<file path="src/rtl/mg3_pkg.sv">
// Shared types and constants for the 3x3 morphological gradient core.
`default_nettype none
package mg3_pkg;

  localparam int PIX_W      = 8;
  localparam int WIDTH_W    = 11;
  localparam int HEIGHT_W   = 13;
  localparam int CFG_DATA_W = 13;
  localparam int CFG_IDX_W  = 1;

  typedef logic [PIX_W-1:0] pix_t;

  // One window column: top row, middle row, bottom (newest) row.
  typedef struct packed {
    pix_t top;
    pix_t mid;
    pix_t bot;
  } col_t;

  typedef enum logic [CFG_IDX_W-1:0] {
    REG_FRAME_WIDTH  = 1'b0,
    REG_FRAME_HEIGHT = 1'b1
  } cfg_reg_t;

endpackage
`default_nettype wire

</file>
<file path="src/rtl/mg3_col_cell.sv">
// One window column cell: holds three pixels, shifts to its neighbor, reports its max.
`default_nettype none
module mg3_col_cell (
  input  wire logic          clk,
  input  wire logic          rst_n,
  input  wire logic          shift_en,
  input  wire mg3_pkg::col_t col_in,
  output mg3_pkg::col_t      col_out,
  output mg3_pkg::pix_t      col_max
);

  mg3_pkg::col_t col_r;
  mg3_pkg::pix_t tm_max;

  always_ff @(posedge clk) begin
    if (!rst_n) begin
      col_r <= '0;
    end else if (shift_en) begin
      col_r <= col_in;
    end
  end

  assign col_out = col_r;
  assign tm_max  = (col_r.top > col_r.mid) ? col_r.top : col_r.mid;
  assign col_max = (tm_max > col_r.bot) ? tm_max : col_r.bot;

endmodule
`default_nettype wire

</file>
<file path="config.mk">
export PLATFORM = sky130hd
export DESIGN_NAME = mg3_col_cell
export DESIGN_NICKNAME = d
export VERILOG_FILES = /design/src/rtl/mg3_pkg.sv /design/src/rtl/mg3_col_cell.sv
export SDC_FILE = /design/constraint.sdc
export NUM_CORES = 1
export LEC_CHECK = 0
export BUFFER_PORTS_ARGS = -buffer_cell sky130_fd_sc_hd__clkbuf_2
export CAP_MARGIN = 30
export CELL_PAD_IN_SITES_DETAIL_PLACEMENT = 0
export CELL_PAD_IN_SITES_GLOBAL_PLACEMENT = 1
export CORE_ASPECT_RATIO = 0.8
export CORE_MARGIN = 3
export CORE_UTILIZATION = 35
export DETAILED_ROUTE_END_ITERATION = 8
export PLACE_DENSITY = 0.76
export SLEW_MARGIN = 20
export SYNTH_ARGS = -nofsm -noshare
export SYNTH_HDL_FRONTEND = slang
export SYNTH_SLANG_ARGS = --single-unit
</file>
<file path="constraint.sdc">
create_clock -name clk -period 5.8 [get_ports clk]
set_input_delay 1.16 -clock clk [delete_from_list [all_inputs] [get_ports clk]]
set_output_delay 1.16 -clock clk [all_outputs]
set_load 0.02 [all_outputs]
</file>
==> results_dict.tcl <==
set metrics [dict create \
    cts_setup_buffers 0 \
    total_power_mw 0.5523 \
    first_global_vias 1258 \
    dp_cells 282 \
    die-area_sq_um 5362 \
    synth_top_family_by_area "simple AND/OR/NAND/NOR gates" \
    start_util 0.3713 \
    worstMarginPinSlew_ps 803.2 \
    worstPathCellList "inv_1, ha_1, nand4_1, o21ai_1, buf_4, a21bo_1, nand2_1, ha_1, a211o_1, o211ai_2, nand4_2, and2_1, a31oi_1, clkbuf_2" \
    synthTopCellsByCount "nor2b_1 (26), dfxtp_1 (24), mux2i_1 (24)" \
    cts_inserted_buffers 3 \
    synthDistinctLibCells 27 \
    power_density_nw_per_um2 282.8 \
    post-route-period-util 0.8269 \
    num_rows 21 \
    synth-xor-area-share 0 \
    cts_resized 0 \
    yosys.area_share.adder 0.1267 \
    placed_cell_area_sq_um 1891 \
    start_kind "flip-flop" \
    synth-seq-area-share 0.3040 \
    path_max_fanout 13 \
    place_congestion 0.9154 \
    min_path_type "reg -> reg" \
    max_stage_delay_ps 390 \
    vdd_drop_max_mv 0.1640 \
    p_leak_nw 0.9654 \
    yosys-top-cells-area "dfxtp_1 (30%), mux2i_1 (15%), ha_1 (13%)" \
    io_pins 59 \
    critPathTopFamily "compound AO/OA/AOI/OAI gates" \
    fin_cells 287 \
    die_height_um 66.10 \
    endpoint_kind "output port" \
    n_fill_cell 438 \
    cts_sinks 24 \
    synth_compound_area_frac 0.1631 \
    clock_latency_ps 270 \
    grt_max_degree 25 \
    crit_path_frequent_cell "ha_1" \
    crit_slowest_cell "dfxtp_1" \
    holdWs_ps 553.1 \
    async_flop_share 0 \
    cp_data_required_time_ps 4640 \
    drv_cap 0 \
    syn_area_sq_um 1580 \
    area_growth_pct 23.59 \
    hold_viol_final 0 \
    skew_ps 0 \
    grt_overflow 0 \
    post-place-ws_ps 882.5 \
    cp_data_arrival_time_ps 3640 \
    die_width_um 81.13 \
    synth_top_cell_by_area "dfxtp_1" \
    rsz0062_at_grt "false" \
    yosysTopAreaCellShare 0.3040 \
    slew-limit-headroom 0.4645 \
    period_needed_ps 4796 \
    ys_warn_count 0 \
    synth-seq-cells 24 \
    core_sq_um 4257 \
    worst-path-buf-inv 3 \
    routed_wl_um 3688 \
    clockRootBuffer "clkbuf_8" \
    drc 0 \
    largest_reg_flops 24 \
    dr.pass1.iters 4 \
    utilization 0.4588 \
    setup_viol 0 \
    hold_start "col_out[16]$_SDFFE_PN0P_" \
    synth_edf_count 0 \
    syn_area_per_cell_sq_um 9.030 \
    viasPerCell 4.749 \
    cp-startpoint "col_out[15]$_SDFFE_PN0P_" \
    h-tree-depth 1 \
    io_buffers 58 \
    cts_buffer_depth 2 \
    synthesis.nets 218 \
    ctsHoldBuffers 0 \
    wl_per_cell_um 12.85 \
    synth_cells 175 \
    yosys.area_share.simple 0.1837 \
    dp_hpwl_um 2894 \
    synth.area.mux_share 0.1520 \
    slew_violations 0 \
    fin_ws_ps 1004 \
    setup_tns_ps 0 \
    status "finished clean" \
    final_area_sq_um 1953 \
    nNetsFinal 274 \
    ant_nets 0 \
    rr_startpoint "col_out[21]$_SDFFE_PN0P_" \
    grt_pass1_wl_um 5940 \
    diodes 0 \
    drive_gt1_frac 0.3174 \
    antenna_found_initial 0 \
    path_clk_slew_ps 90 \
    num_vias 1363 \
    yosysMostFrequentCell "nor2b_1" \
    cts_tree "yes" \
    dominantRegCellSynth "dfxtp_1" \
    timing.fmax_mhz 208.5 \
    gr-usage-all-layers 0.1441 \
    first_iter_violations 65 \
    path_class "reg -> out" \
]
[worst paths after layout]
check | endpoint | slack (ps) | cells after the start
min | col_out[16]$_SDFFE_PN0P_ | 550 | 2
max | col_max[1] | 1000 | 14
min reg2reg | col_out[16]$_SDFFE_PN0P_ | 550 | 2
max reg2reg | col_out[21]$_SDFFE_PN0P_ | 5120 | 2
[cells in the final DEF, fill, tap and decap left out, drive strengths merged, types with 3 or more instances in the layout]
| cell | instances |
|---|---|
| nand3 | 8 |
| dfxtp | 24 |
| nand4 | 5 |
| inv | 16 |
| nand2 | 8 |
| mux2i | 24 |
| nor2b | 26 |
| a21bo | 7 |
| clkbuf | 62 |
| a21oi | 12 |
| o211ai | 3 |
| a31oi | 9 |
| ha | 16 |
[cell families after synthesis]
logic type                 Yosys count
and+or+nand+nor                     51
AOI/OAI and AO/OA                   36
buffers and inverters               24
muxes                               24
DFF                                 24
adders and majority gates           16
[metal layers]
metal	vias up	global-route usage	wire length, um
met5	-	0	0
met4	0	0.02532	22
met3	4	0.04768	341
met2	51	0.2172	1493
met1	582	0.2010	1831
li1	726	-	-
[power by group]
group	total (mW)	switching (mW)	internal [mW]
Sequential	0.185	0.0108	0.175
Combinational	0.253	0.157	0.0957
Clock	0.114	0.0533	0.0607
Total	0.552	0.221	0.331
[final cells by class]
class | count | area (sq um) | share of cell area
clock buffer | 4 | 55.05 | 0.02819
inverter | 16 | 60.06 | 0.03075
multi-input combinational | 127 | 988.4 | 0.5061
sequential | 24 | 480.5 | 0.2460
tap | 57 | 71.32 | 0.03652
timing repair buffer | 59 | 297.8 | 0.1525
[worst reg2reg max path, delay by kind of cell (launching register included)]
kind             cells  cell delay (ps)
multiplexers         1              100
flip-flops           1              410
AND/OR/NAND/NOR      1              120
(Power assumes the default switching activity.)
